[config.mk]
export PLATFORM = sky130hd
export DESIGN_NAME = clock_and_matrix_display_scanner
export DESIGN_NICKNAME = d
export VERILOG_FILES = /design/src/design/cmds_pkg.sv /design/src/design/clock_and_matrix_display_scanner.sv
export SDC_FILE = /design/constraint.sdc
export NUM_CORES = 1
export LEC_CHECK = 0
export BUFFER_PORTS_ARGS = -buffer_cell sky130_fd_sc_hd__buf_2
export CAP_MARGIN = 10
export CORE_UTILIZATION = 55
export DETAILED_ROUTE_END_ITERATION = 8
export PLACE_DENSITY_LB_ADDON = 0.25
export SYNTH_ARGS = -nofsm -noshare
export SYNTH_HDL_FRONTEND = slang
export SYNTH_SLANG_ARGS = --single-unit
[constraint.sdc]
create_clock -name i_clk -period 3.1 [get_ports i_clk]
set_clock_uncertainty 0.05 [all_clocks]
set_input_delay 0.31 -clock i_clk [delete_from_list [all_inputs] [get_ports i_clk]]
set_output_delay 0.31 -clock i_clk [all_outputs]
set_load 0.02 [all_outputs]
[src/design/cmds_pkg.sv]
// Shared types, constants and small decode functions for the clock and
// matrix display scanner. No dependencies.
package cmds_pkg;

    // Field widths
    localparam int unsigned PERIOD_W  = 16;
    localparam int unsigned DIGIT_CNT = 4;
    localparam int unsigned ROW_CNT   = 8;
    localparam int unsigned DIG_IDX_W = $clog2(DIGIT_CNT);
    localparam int unsigned ROW_IDX_W = $clog2(ROW_CNT);
    localparam int unsigned HOUR_W    = 5;
    localparam int unsigned MIN_W     = 6;
    localparam int unsigned SEG_W     = 7;
    localparam int unsigned SHIFT_W   = 4;
    localparam int unsigned IN_W      = 8;
    localparam int unsigned OUT_W     = 48;
    localparam int unsigned CFG_IDX_W = 3;

    // Reset values
    localparam logic [PERIOD_W-1:0] BLINK_RST  = 16'd100;
    localparam logic [PERIOD_W-1:0] SCAN_RST   = 16'd25;
    localparam logic [PERIOD_W-1:0] SECOND_RST = 16'd100;
    localparam logic [PERIOD_W-1:0] ROW_RST    = 16'd10;
    localparam logic [PERIOD_W-1:0] SCROLL_RST = 16'd80;
    localparam logic [HOUR_W-1:0]   HOUR_RST   = 5'd15;
    localparam logic [MIN_W-1:0]    MIN_RST    = 6'd8;
    localparam logic [MIN_W-1:0]    SEC_RST    = 6'd50;
    localparam logic [SHIFT_W-1:0]  SHIFT_MIN  = 4'h9;   // -7
    localparam logic [SHIFT_W-1:0]  SHIFT_MAX  = 4'h6;
    localparam logic [SHIFT_W-1:0]  SHIFT_NEG8 = 4'h8;
    localparam logic [MIN_W-1:0]    MIN_LIMIT  = 6'd60;
    localparam logic [HOUR_W-1:0]   HOUR_LIMIT = 5'd24;

    // Configuration register indexes
    typedef enum logic [CFG_IDX_W-1:0] {
        CFG_BLINK  = 3'd0,
        CFG_SCAN   = 3'd1,
        CFG_SECOND = 3'd2,
        CFG_ROW    = 3'd3,
        CFG_SCROLL = 3'd4
    } t_cfg_idx;

    typedef logic [7:0] t_row;

    // Active-low segment code of one decimal digit, all lit above nine
    function automatic logic [SEG_W-1:0] seg_code(input logic [3:0] d);
        logic [SEG_W-1:0] s;
        case (d)
            4'd0:    s = 7'h40;
            4'd1:    s = 7'h79;
            4'd2:    s = 7'h24;
            4'd3:    s = 7'h30;
            4'd4:    s = 7'h19;
            4'd5:    s = 7'h12;
            4'd6:    s = 7'h02;
            4'd7:    s = 7'h78;
            4'd8:    s = 7'h00;
            4'd9:    s = 7'h10;
            default: s = 7'h00;
        endcase
        return s;
    endfunction

    // One row of the letter-A glyph
    function automatic t_row glyph_row(input logic [ROW_IDX_W-1:0] r);
        t_row g;
        case (r)
            3'd0:          g = 8'h18;
            3'd1:          g = 8'h3C;
            3'd2, 3'd3:    g = 8'h66;
            3'd4, 3'd5:    g = 8'h7E;
            default:       g = 8'h66;
        endcase
        return g;
    endfunction

    // Tens digit of a value below 64, by comparison
    function automatic logic [3:0] tens_of(input logic [MIN_W-1:0] v);
        logic [3:0] t;
        if      (v >= 6'd60) t = 4'd6;
        else if (v >= 6'd50) t = 4'd5;
        else if (v >= 6'd40) t = 4'd4;
        else if (v >= 6'd30) t = 4'd3;
        else if (v >= 6'd20) t = 4'd2;
        else if (v >= 6'd10) t = 4'd1;
        else                 t = 4'd0;
        return t;
    endfunction

    // Units digit of a value below 64
    function automatic logic [3:0] units_of(input logic [MIN_W-1:0] v);
        logic [6:0] tens10;
        logic [6:0] diff;
        tens10 = 7'(tens_of(v)) * 7'd10;
        diff   = {1'b0, v} - tens10;
        return diff[3:0];
    endfunction

endpackage

[src/design/clock_and_matrix_display_scanner.sv]
// Top level of the clock and matrix display scanner: tick timers, clock,
// digit and row scan, glyph scroll and the result register. Uses cmds_pkg.
//
// Each accepted word with bit 0 set is one timer tick; the block returns one
// word of pin levels and clock time per accepted word. It takes one word per
// clock cycle: all timer, clock and scan updates are a single pass of short
// logic from the state registers into the result register, and a word is
// taken whenever the result register is empty or being emptied in the same
// cycle. A result appears in the cycle after its word is taken. Period
// registers are written through the configuration channel, which is always
// ready; a new period takes effect at that timer's next reload. Segments and
// enables are active low and stay at zero until their first scan event.
module clock_and_matrix_display_scanner
    import cmds_pkg::*;
(
    input  logic                 i_clk,
    input  logic                 i_rst_n,
    // tick word
    input  logic                 i_s_tvalid,
    output logic                 o_s_tready,
    input  logic [IN_W-1:0]      i_s_tdata,   // [0] tick, [7:1] zero
    // result word
    output logic                 o_m_tvalid,
    input  logic                 i_m_tready,
    output logic [OUT_W-1:0]     o_m_tdata,   // [3:0] digit_enables, [10:4] segments,
                                              // [11] colon_dot, [12] red_led,
                                              // [20:13] row_enables, [28:21] column_bits,
                                              // [33:29] hours, [39:34] minutes,
                                              // [45:40] seconds, [47:46] zero
    // configuration writes
    input  logic                 i_cfg_valid,
    output logic                 o_cfg_ready,
    input  logic [CFG_IDX_W-1:0] i_cfg_index,
    input  logic [PERIOD_W-1:0]  i_cfg_data
);

    // Period registers
    logic [PERIOD_W-1:0] r_blink_per, r_scan_per, r_sec_per, r_row_per, r_scroll_per;
    // Timers
    logic [PERIOD_W-1:0] r_blink_t, r_scan_t, r_sec_t, r_row_t, r_scroll_t;
    logic [PERIOD_W-1:0] n_blink_t, n_scan_t, n_sec_t, n_row_t, n_scroll_t;
    // Clock and scan state
    logic [HOUR_W-1:0]    r_hour, n_hour;
    logic [MIN_W-1:0]     r_min, n_min, r_sec, n_sec;
    logic [DIG_IDX_W-1:0] r_dig_idx, n_dig_idx;
    logic [ROW_IDX_W-1:0] r_row_idx, n_row_idx;
    logic [SHIFT_W-1:0]   r_shift, n_shift;
    t_row                 r_pattern [ROW_CNT];
    t_row                 n_pattern [ROW_CNT];
    // Pin levels
    logic [DIGIT_CNT-1:0] r_dig_en, n_dig_en;
    logic [SEG_W-1:0]     r_seg, n_seg;
    logic                 r_dot, n_dot, r_red, n_red;
    logic [ROW_CNT-1:0]   r_row_en, n_row_en;
    t_row                 r_col, n_col;
    // Result register
    logic                 r_out_valid;
    logic [OUT_W-1:0]     r_out;

    logic s_accept, tick;
    logic blink_fire, scan_fire, sec_fire, row_fire, scroll_fire;
    logic [3:0] digit_val;
    logic [MIN_W-1:0] sec_inc, min_inc;
    logic [HOUR_W-1:0] hour_inc;
    logic [4:0] right_amt;

    assign o_s_tready  = !r_out_valid || i_m_tready;
    assign o_cfg_ready = 1'b1;
    assign s_accept    = i_s_tvalid && o_s_tready;
    assign tick        = s_accept && i_s_tdata[0];

    // Timer fire and reload
    assign blink_fire  = r_blink_t  <= 16'd1;
    assign scan_fire   = r_scan_t   <= 16'd1;
    assign sec_fire    = r_sec_t    <= 16'd1;
    assign row_fire    = r_row_t    <= 16'd1;
    assign scroll_fire = r_scroll_t <= 16'd1;

    always_comb begin
        n_blink_t  = r_blink_t;
        n_scan_t   = r_scan_t;
        n_sec_t    = r_sec_t;
        n_row_t    = r_row_t;
        n_scroll_t = r_scroll_t;
        if (tick) begin
            n_blink_t  = blink_fire  ? r_blink_per  : r_blink_t  - 16'd1;
            n_scan_t   = scan_fire   ? r_scan_per   : r_scan_t   - 16'd1;
            n_sec_t    = sec_fire    ? r_sec_per    : r_sec_t    - 16'd1;
            n_row_t    = row_fire    ? r_row_per    : r_row_t    - 16'd1;
            n_scroll_t = scroll_fire ? r_scroll_per : r_scroll_t - 16'd1;
        end
    end

    // Blink: toggle red LED and colon dot
    always_comb begin
        n_dot = r_dot;
        n_red = r_red;
        if (tick && blink_fire) begin
            n_dot = !r_dot;
            n_red = !r_red;
        end
    end

    // Digit scan, from the clock as it was before this tick
    always_comb begin
        case (r_dig_idx)
            2'd0:    digit_val = tens_of({1'b0, r_hour});
            2'd1:    digit_val = units_of({1'b0, r_hour});
            2'd2:    digit_val = tens_of(r_min);
            default: digit_val = units_of(r_min);
        endcase
        n_dig_en  = r_dig_en;
        n_seg     = r_seg;
        n_dig_idx = r_dig_idx;
        if (tick && scan_fire) begin
            n_dig_en  = ~(DIGIT_CNT'(1) << r_dig_idx);
            n_seg     = seg_code(digit_val);
            n_dig_idx = r_dig_idx + DIG_IDX_W'(1);
        end
    end

    // Clock: seconds, minutes, hours with rollover
    always_comb begin
        sec_inc  = r_sec + 6'd1;
        min_inc  = r_min;
        hour_inc = r_hour;
        if (sec_inc >= MIN_LIMIT) begin
            sec_inc = '0;
            min_inc = r_min + 6'd1;
        end
        if (min_inc >= MIN_LIMIT) begin
            min_inc  = '0;
            hour_inc = r_hour + 5'd1;
        end
        if (hour_inc >= HOUR_LIMIT) begin
            hour_inc = '0;
        end
        n_sec  = r_sec;
        n_min  = r_min;
        n_hour = r_hour;
        if (tick && sec_fire) begin
            n_sec  = sec_inc;
            n_min  = min_inc;
            n_hour = hour_inc;
        end
    end

    // Row scan, from the pattern as it was before this tick
    always_comb begin
        n_row_en  = r_row_en;
        n_col     = r_col;
        n_row_idx = r_row_idx;
        if (tick && row_fire) begin
            n_row_en  = ~(ROW_CNT'(1) << r_row_idx);
            n_col     = r_pattern[r_row_idx];
            n_row_idx = r_row_idx + ROW_IDX_W'(1);
        end
    end

    // Scroll: refill rows with the shifted, inverted glyph and step the shift
    assign right_amt = 5'd16 - {1'b0, r_shift};

    always_comb begin
        logic [15:0] wide;
        t_row        shifted;
        wide    = '0;
        shifted = '0;
        n_shift = r_shift;
        for (int i = 0; i < ROW_CNT; i++) begin
            n_pattern[i] = r_pattern[i];
        end
        if (tick && scroll_fire) begin
            for (int i = 0; i < ROW_CNT; i++) begin
                wide = {8'h00, glyph_row(ROW_IDX_W'(i))};
                if (!r_shift[SHIFT_W-1]) begin
                    wide = wide << r_shift;
                end else begin
                    wide = wide >> right_amt;
                end
                shifted      = wide[7:0];
                n_pattern[i] = ~shifted;
            end
            if (r_shift == SHIFT_MAX || r_shift == SHIFT_NEG8) begin
                n_shift = SHIFT_MIN;
            end else begin
                n_shift = r_shift + SHIFT_W'(1);
            end
        end
    end

    // State registers
    always_ff @(posedge i_clk) begin
        if (!i_rst_n) begin
            r_blink_t  <= BLINK_RST;
            r_scan_t   <= SCAN_RST;
            r_sec_t    <= SECOND_RST;
            r_row_t    <= ROW_RST;
            r_scroll_t <= SCROLL_RST;
            r_hour     <= HOUR_RST;
            r_min      <= MIN_RST;
            r_sec      <= SEC_RST;
            r_dig_idx  <= '0;
            r_row_idx  <= '0;
            r_shift    <= SHIFT_MIN;
            for (int i = 0; i < ROW_CNT; i++) begin
                r_pattern[i] <= '0;
            end
            r_dig_en   <= '0;
            r_seg      <= '0;
            r_dot      <= 1'b0;
            r_red      <= 1'b0;
            r_row_en   <= '0;
            r_col      <= '0;
        end else begin
            r_blink_t  <= n_blink_t;
            r_scan_t   <= n_scan_t;
            r_sec_t    <= n_sec_t;
            r_row_t    <= n_row_t;
            r_scroll_t <= n_scroll_t;
            r_hour     <= n_hour;
            r_min      <= n_min;
            r_sec      <= n_sec;
            r_dig_idx  <= n_dig_idx;
            r_row_idx  <= n_row_idx;
            r_shift    <= n_shift;
            for (int i = 0; i < ROW_CNT; i++) begin
                r_pattern[i] <= n_pattern[i];
            end
            r_dig_en   <= n_dig_en;
            r_seg      <= n_seg;
            r_dot      <= n_dot;
            r_red      <= n_red;
            r_row_en   <= n_row_en;
            r_col      <= n_col;
        end
    end

    // Period registers, written through the configuration channel
    always_ff @(posedge i_clk) begin
        if (!i_rst_n) begin
            r_blink_per  <= BLINK_RST;
            r_scan_per   <= SCAN_RST;
            r_sec_per    <= SECOND_RST;
            r_row_per    <= ROW_RST;
            r_scroll_per <= SCROLL_RST;
        end else if (i_cfg_valid && o_cfg_ready) begin
            case (t_cfg_idx'(i_cfg_index))
                CFG_BLINK:  r_blink_per  <= i_cfg_data;
                CFG_SCAN:   r_scan_per   <= i_cfg_data;
                CFG_SECOND: r_sec_per    <= i_cfg_data;
                CFG_ROW:    r_row_per    <= i_cfg_data;
                CFG_SCROLL: r_scroll_per <= i_cfg_data;
                default: ;
            endcase
        end
    end

    // Result register: load on accept, drop once taken
    always_ff @(posedge i_clk) begin
        if (!i_rst_n) begin
            r_out_valid <= 1'b0;
        end else if (s_accept) begin
            r_out_valid <= 1'b1;
        end else if (i_m_tready) begin
            r_out_valid <= 1'b0;
        end
    end

    always_ff @(posedge i_clk) begin
        if (s_accept) begin
            r_out <= {2'b00, n_sec, n_min, n_hour, n_col, n_row_en,
                      n_red, n_dot, n_seg, n_dig_en};
        end
    end

    assign o_m_tvalid = r_out_valid;
    assign o_m_tdata  = r_out;

    // Checks
    a_accept_gives_word: assert property (@(posedge i_clk) disable iff (!i_rst_n)
        s_accept |=> o_m_tvalid)
        else $error("accepted tick produced no result word");

    a_shift_range: assert property (@(posedge i_clk) disable iff (!i_rst_n)
        r_shift != SHIFT_NEG8)
        else $error("glyph shift reached minus eight");

    a_row_onehot: assert property (@(posedge i_clk) disable iff (!i_rst_n)
        (r_row_en == '0) || ($countones(~r_row_en) == 1))
        else $error("row enables not active-low one-hot");

    a_clock_range: assert property (@(posedge i_clk) disable iff (!i_rst_n)
        (r_hour < HOUR_LIMIT) && (r_min < MIN_LIMIT) && (r_sec < MIN_LIMIT))
        else $error("clock out of range");

    a_colon_follows_led: assert property (@(posedge i_clk) disable iff (!i_rst_n)
        r_dot == r_red)
        else $error("colon dot and red LED diverged");

endmodule
==> reports/metrics.cfg, run 1 <==
[global_route]
grt_pass1_wl_um=54400
use_met1=0.335
grt_overflow=0
grt-busiest-layer=met2
grt_antenna_before_repair=0
use_met2=0.418
grt_max_degree=64
grt_pass1_vias=11200
grt_usage=0.248
grt_use_met3=0.0267

[clock_network]
clk_pin_slew_worst_paths_ps=70
clockBufferDepth=3
worstSkewPairLatency_ps=560
tritoncts=done
cts_setup_buffers=0
clock-sinks=305
cts_buffers=31
clockRootBuffer=clkbuf_16
cts_max_level=1

[pwr]
p_int_w=0.00658
p_comb_frac=0.050
p_sw_frac=0.224
power_density_nw_per_um2=519
seqPwrFrac=0.499
peakVddDrop_uv=449
switchingPower_w=0.00190
p_clk_frac=0.450
p_leak_nw=6.12

[sta]
finalSetupTns_ps=0
layout_worst_path_cycle_share=0.939
tightest_slew_ps=681
min_period_ps=2910
slew_headroom=0.542
setup_ws_ps=190
worst_hold_slack_ps=15.9
rsz0062_at_grt=false
fmax_ghz=0.344
finalHoldViolCount=0
setup_viol=0
drv_slew=0

[die]
die-height_um=164
io_pins=83
start_util=0.566
core_um2=25400
fp-row-count=58
die_area_um2=26800
die_w_um=164

[synth]
yosysSeqAreaShare=0.485
ys_ff_latch=305
yosysWarnings=0
synth_ff_type=dfxtp_1
netlist_area_um2=14400
synthCells=1666
syn_area_per_cell_um2=8.62
synth_cell_type_count=77
synth_edf_count=86
postSynth.asyncResetShare=0

[layout]
fin_cells=2083
diodes=0
fill_cells=2129
drive_above_1_share=0.130
layout.nets=1808
syn_to_final_growth_pct=13.6

[drt]
drt_first_pass_iters=6
drc=0
routed_via_density=5.82
ant_nets=0
wl_um=32900
drt_iter0_drc=1117
routed-via-count=12100
wire_per_inst_um=15.8

[setup_path]
crit_required_ps=3500
worstPathArrival_ps=3310
critPathLaunchType=register
end_kind=register
crit_type=reg -> reg
cp_max_fo=3

[place]
dpl_worst_slack_ps=141
portBuffers=72
dp_cells=2018
post-dp-hpwl_um=22200
gp_congestion=0.929

[min_path]
hold_class=in -> reg

[status]
status=finished clean

[run]
cap_violations=0

## kinds of logic (layout without fill, tap and decap cells)
kind of cell    after synthesis  count (layout)  synth area share
fa+ha+maj                    49              49            0.0434
simple gates                686             686             0.218
mux                          21              21            0.0226
flops                       305             305             0.485
other cells                   2               3          0.000523
xor+xnor                     10              10           0.00610
compound gates              438             438             0.182
buf+inv                     155             241            0.0426
## cells in the mapped netlist (9+ instances only)
| master | number | share of area |
|---|---|---|
| o211ai_1 | 12 | 0.0063 |
| o21ai_0 | 93 | 0.032 |
| o31ai_1 | 20 | 0.010 |
| nor3_1 | 38 | 0.013 |
| buf_2 | 9 | 0.0031 |
| inv_1 | 53 | 0.014 |
| dfxtp_1 | 219 | 0.31 |
| a31oi_1 | 27 | 0.012 |
| ha_1 | 45 | 0.039 |
| nand3_1 | 44 | 0.015 |
| and2_1 | 39 | 0.017 |
| a21oi_1 | 186 | 0.065 |
| a211oi_1 | 13 | 0.0068 |
| or3_1 | 18 | 0.0078 |
| nor4_1 | 9 | 0.0039 |
| mux2_2 | 11 | 0.0086 |
| nor2_1 | 120 | 0.031 |
| clkbuf_1 | 83 | 0.022 |
| a221oi_1 | 14 | 0.0085 |
| o22ai_1 | 14 | 0.0061 |
| edfxtp_1 | 86 | 0.18 |
| or2_2 | 9 | 0.0039 |
| nand2_1 | 339 | 0.089 |
| o41ai_1 | 9 | 0.0055 |
| nand2b_1 | 9 | 0.0039 |
## critical path, stage by stage, from the launching register on
cell and delay, ps:
dfxtp_1 330, inv_1 60, maj3_1 380, a21oi_2 210, inv_1 60, ha_1 270
inv_1 40, a221oi_1 280, a22oi_1 130, inv_1 130, ha_1 250, mux2_2 270
a22o_1 210, and2_1 150
## registers in the layout, indices dropped and copies added (netlist names), 2 cells and up, named ones only
signal        flops
r_hour            5
r_dig_idx         2
r_pattern        40
r_sec_per        16
r_row_t          16
r_blink_t        16
r_shift           4
r_scan_t         16
r_sec             6
r_sec_t          16
r_scroll_per     16
r_scan_per       16
r_dig_en          4
r_seg             7
r_col             8
r_scroll_t       16
r_blink_per      16
r_row_per        16
r_row_idx         3
o_m_tdata        46
r_row_en          8
r_min             6
## timing repair
| item | 4_1_cts | 5_1_grt |
|---|---|---|
| endpoints found under the hold margin | 20 | 0 |
| resized for setup | 0 | 4 |
| hold buffers | 8 | 0 |
| setup endpoints to repair | 0 | 7 |
## placed cells by master, fill, tap and decap left out, drive strengths merged, types with 5 or more instances in the layout
master	count
xnor2	6
and2	40
nand3	44
a221oi	14
nand2	340
buf	123
or2	13
o21a	8
a211oi	13
mux4	8
clkinv	10
nand3b	5
or4	8
edfxtp	86
a31oi	27
dfxtp	219
and3	7
or3	19
nor3	39
nand2b	9
nand4	7
ha	45
nor2	120
o22ai	14
o41ai	9
a22o	7
clkbuf	38
nor4	13
o21ai	98
o211ai	12
o31ai	21
mux2	11
nor2b	8
inv	55
a21oi	187
dlygate4sd3	8
## worst paths after layout
path / slack, ps / endpoint / start / cells after the start
hold reg to reg: 400 / r_row_per[11] / r_row_per[11] / 2
hold / removal: 20 / r_sec_per[9] / i_cfg_data[9] / 3
setup / recovery: 190 / r_seg[3] / r_hour[4] / 13
setup reg to reg: 190 / r_seg[3] / r_hour[4] / 13
## area by class of cell
type | count | area (um2) | area share
Sequential cell | 305 | 6970 | 0.427
Multi-Input combinational cell | 1207 | 6820 | 0.418
Timing Repair Buffer | 131 | 861 | 0.0528
Clock buffer | 38 | 842 | 0.0516
Tap cell | 330 | 413 | 0.0253
Clock inverter | 19 | 211 | 0.0130
Inverter | 53 | 201 | 0.0123
## per-layer routing
metal	wire, um	part of all wire	vias up
met4	671	0.020	0
li1	-	-	5998
met2	15800	0.48	325
met5	0	0	-
met1	14800	0.45	5746
met3	1620	0.049	61
## power by group through the flow
stage	logic [W]	registers (W)	clock network, W
after floorplan	0.000251	0.00433	0
after global placement	0.000410	0.00431	0
after detailed placement	0.000419	0.00432	0
after CTS	0.000427	0.00423	0.00389
after global routing	0.000473	0.00424	0.00405
final	0.000427	0.00423	0.00381
## through the flow
stage / power, W / instance area (um2) / utilization
floorplan: 0.00458 / 14400 / -
CTS: 0.00854 / 16300 / 0.642
detailed placement: 0.00474 / 15200 / 0.597
finish: 0.00847 / 16300 / 0.642
global placement: 0.00472 / 15200 / 0.597
global route: 0.00876 / 16300 / 0.642
No activity file was read; power rests on OpenSTA's default activity.
==> run 2, diff against run 1 <==
- GPL_TIMING_DRIVEN: not set -> 0
- PLACE_DENSITY_LB_ADDON: 0.25 -> 0.05
==> reports/metrics.cfg, run 2 (synthesized netlist as in run 1, its figures left out) <==
[pwr]
p_leak_nw=6.12
power_density_nw_per_um2=538
power_w=0.00888
peakVddDrop_uv=472

[global_route]
grt_usage=0.314
grt_max_degree=48
grt_pass1_wl_um=64500
grt_antenna_before_repair=0
grt_overflow=0
grt_pass1_vias=11800

[die]
core_um2=25400
die_area_um2=26800
die_w_um=164
io_pins=83
start_util=0.566
die-height_um=164
fp-row-count=58

[clock_network]
tritoncts=done
worstSkewPairLatency_ps=510
clk_pin_slew_worst_paths_ps=60
cts_buffers=35
clockBufferDepth=3
clockRootBuffer=clkbuf_16
cts_max_level=2
clock-sinks=305

[layout]
fill_cells=2204
diodes=0
seq_area_um2=6970
syn_to_final_growth_pct=14.8
final_design_area_no_fill_um2=16500
multi_input_area_um2=6930
drive_above_1_share=0.122
final_cell_mix=nand2_1 (337), dfxtp_1 (215), a21oi_1 (185)
largest_reg_flops=46
layout.nets=1861
layout_commonest_cell=nand2_1

[sta]
rsz0062_at_grt=false
fmax_ghz=0.335
finalHoldViolCount=0
drv_slew=0
min_period_ps=2980
finalSetupTns_ps=0
slew_headroom=0.299
layout_worst_path_cycle_share=0.962
setup_viol=0
tightest_slew_ps=1050
setup_ws_ps=118

[drt]
drt_first_pass_iters=6
ant_nets=0
wl_um=42300
routed-via-count=12900
wire_per_inst_um=19.8
drt_iter0_drc=1245
routed_via_density=6.01
drc=0

[setup_path]
crit_required_ps=3460
crit_type=reg -> reg
worstPathArrival_ps=3340
reg2reg_slack_ps=120
end_kind=register
critPathLaunchType=register
cp_max_fo=6

[run]
cap_violations=0

[place]
placed_area_um2=15200
gp_congestion=0.918
post-dp-hpwl_um=29000
dpl_worst_slack_ps=-1000
portBuffers=72

[status]
status=finished clean

[min_path]
hold_class=in -> reg

==> run 2: critical path, stage by stage (launching register included) <==
cell and delay, ps:
dfxtp_4 350, inv_2 60, maj3_1 360, a21oi_2 180, inv_1 60, ha_1 190, fa_1 370, xor2_1 160
xnor2_1 200, a22oi_2 80, buf_4 200, and4_2 260, a22o_1 210, and2_1 160
==> run 2: repair_timing <==
action	4_1_cts	5_1_grt
cloned	0	1
pin swaps	4	6
endpoints found under the setup margin	159	112
setup buffers	2	6
gates resized for setup	16	34
hold buffers	0	0
==> run 2: final timing paths <==
path | startpoint | endpoint | cells past startpoint
max reg2reg | r_hour[4] | r_seg[5] | 13
max | r_hour[4] | r_seg[5] | 13
min | i_s_tvalid | o_m_tvalid | 3
min reg2reg | r_scan_per[5] | r_scan_per[5] | 2
==> run 2: power by group <==
part	internal [W]	switching, W
Clock	0.00251	0.00164
Combinational	0.000129	0.000374
Sequential	0.00418	0.0000504
Total	0.00682	0.00206
==> run 2: cell type report <==
type	count	share of cell area
Sequential cell	305	0.423
Multi-Input combinational cell	1208	0.420
Clock buffer	51	0.0611
Timing Repair Buffer	80	0.0255
Buffer	99	0.0253
Tap cell	330	0.0250
Inverter	53	0.0121
Clock inverter	12	0.00819
==> run 2: per-layer routing <==
| layer | global-route usage | share of wire | up-vias | wire, um |
|---|---|---|---|---|
| met3 | 0.0673 | 0.089 | 125 | 3770 |
| met1 | 0.417 | 0.42 | 6044 | 17700 |
| li1 | - | - | 6103 | - |
| met5 | 0 | 0 | - | 0 |
| met4 | 0.138 | 0.045 | 0 | 1900 |
| met2 | 0.490 | 0.45 | 583 | 19000 |
==> run 2: through the flow <==
stage,instances,utilization,hold WS (ps)
global route,2138,0.650,23.4
CTS,2131,0.644,2.03
floorplan,1667,-,382
finish,2138,0.650,25.5
global placement,2069,0.597,392
detailed placement,2069,0.597,397
==> run 3, diff against run 2 <==
- BUFFER_PORTS_ARGS: -buffer_cell sky130_fd_sc_hd__buf_2 -> not set
- CORE_UTILIZATION: 55 -> 58
- DONT_BUFFER_PORTS: not set -> 1
==> reports/metrics.cfg, run 3 (synthesized netlist as in run 1, its figures left out) <==
[pwr]
switchingPower_w=0.00198
p_clk_frac=0.446
peakVddDrop_uv=394
power_density_nw_per_um2=524
p_leak_nw=5.92
p_comb_frac=0.052
p_int_w=0.00652
p_sw_frac=0.233
seqPwrFrac=0.501

[setup_path]
max_stage_delay_ps=400
crit_top_cell=inv_1
crit_required_ps=3510
worstPathArrival_ps=3420
crit_chain=inv_2 -> maj3_1 -> a21oi_2 -> inv_1 -> ha_1 -> inv_1 -> a221oi_2 -> a22oi_2 -> inv_1 -> ha_1 -> mux2_2 -> a22o_1 -> and2_1
critPathSlowestCell=dfxtp_2
path_delay_family=adder cells
crit_buf_inv=4
cp_max_fo=7
crit_type=reg -> reg
end_kind=register
critPathLaunchType=register
reg2reg_slack_ps=80

[sta]
drv_slew=0
fmax_ghz=0.332
setup_ws_ps=85.0
tightest_slew_ps=1050
rsz0062_at_grt=true
slew_headroom=0.303
setup_viol=0
min_period_ps=3020
layout_worst_path_cycle_share=0.973
finalHoldViolCount=0
finalSetupTns_ps=0

[place]
dpl_worst_slack_ps=-1010
portBuffers=0
post-dp-hpwl_um=27900
gp_congestion=0.926

[layout]
final_cell_mix=nand2_1 (337), dfxtp_1 (215), a21oi_1 (185)
diodes=0
layout_commonest_cell=nand2_1
syn_to_final_growth_pct=13.1
largest_reg_flops=46
drive_above_1_share=0.0861
layout.nets=1807

[drt]
drc=0
ant_nets=0
wire_per_inst_um=19.8
routed_via_density=6.08
routed-via-count=12600
drt_first_pass_iters=5
wl_um=41200
drt_iter0_drc=1310

[clock_network]
clockBufferDepth=3
clockRootBuffer=clkbuf_16
clock-sinks=305
tritoncts=done
cts_buffers=31
worstSkewPairLatency_ps=570
clk_pin_slew_worst_paths_ps=60
cts_max_level=1

[global_route]
grt_pass1_wl_um=64000
grt_overflow=0
grt_antenna_before_repair=1
grt_usage=0.320
grt_pass1_vias=11300
grt_max_degree=43

[die]
die_w_um=159
die_area_um2=25400
die-height_um=159
io_pins=83
fp-row-count=57
core_um2=24300
start_util=0.591

[status]
status=finished clean

[run]
cap_violations=0

[min_path]
hold_class=in -> reg

-- run 3: cell types whose count changed in the layout (fill, tap and decap cells not counted), sizes merged --
cell / previous run / this run
clkbuf: 133 / 131
bufinv: 3 / 1
clkinv: 8 / 6
inv: 53 / 54
dlygate4sd3: 0 / 20
buf: 97 / 27
-- run 3: timing repair --
| action | CTS | global route |
|---|---|---|
| cloned | 1 | 0 |
| hold endpoints to repair | 84 | 0 |
| resized for setup | 16 | 29 |
| pin swaps | 4 | 2 |
| hold buffers | 20 | 0 |
| endpoints found under the setup margin | 163 | 102 |
| buffers inserted | 4 | 6 |
-- run 3: worst paths after layout --
| check | cells after the start | start | to |
|---|---|---|---|
| worst max-delay path | 13 | r_hour[4] | r_seg[3] |
| worst min-delay path | 4 | i_cfg_index[1] | r_sec_per[3] |
| worst max register to register | 13 | r_hour[4] | r_seg[3] |
| worst min register to register | 2 | r_scroll_per[13] | r_scroll_per[13] |
-- run 3: metrics by stage --
step	util	hold WS [ps]	instances	power [W]	cell area, um2
CTS	0.663	8.81	2071	0.00852	16100
detailed placement	0.608	390	1991	0.00473	14800
global route	0.668	39.9	2077	0.00876	16200
global placement	0.608	387	1991	0.00472	14800
finish	0.668	27.3	2077	0.00851	16200
floorplan	-	382	1667	0.00458	14400
-- run 3: worst reg2reg max path, cell delays in order (launching register included) --
cell      delay, ps
dfxtp_2         400
inv_2            90
maj3_1          370
a21oi_2         160
inv_1            60
ha_1            270
inv_1            50
a221oi_2        300
a22oi_2         120
inv_1           140
ha_1            260
mux2_2          280
a22o_1          220
and2_1          160
-- run 3: per-layer routing --
metal,routed length [um],global-route usage,up-vias
li1,-,-,5988
met1,17400,0.455,6016
met2,19100,0.511,554
met3,3430,0.0386,79
met4,1230,0.101,0
met5,0,0,-
-- run 3: final cells by class --
type / count / area (um2)
plain buffers: 99 / 418
clock buffers: 49 / 967
clock inverters: 9 / 80.1
fillers: 2027 / 8070
inverters: 53 / 199
multi-input cells: 1208 / 6930
flip-flops and latches: 305 / 6970
well taps: 324 / 405
repair buffers: 30 / 275
-- run 3: power groups by stage --
| stage | Combinational [W] | Sequential [W] | Clock (W) |
|---|---|---|---|
| finish | 0.000444 | 0.00427 | 0.00380 |
| global route | 0.000475 | 0.00427 | 0.00401 |
| CTS | 0.000431 | 0.00426 | 0.00383 |
| detailed placement | 0.000376 | 0.00435 | 0 |
| global placement | 0.000371 | 0.00435 | 0 |
| floorplan | 0.000251 | 0.00433 | 0 |
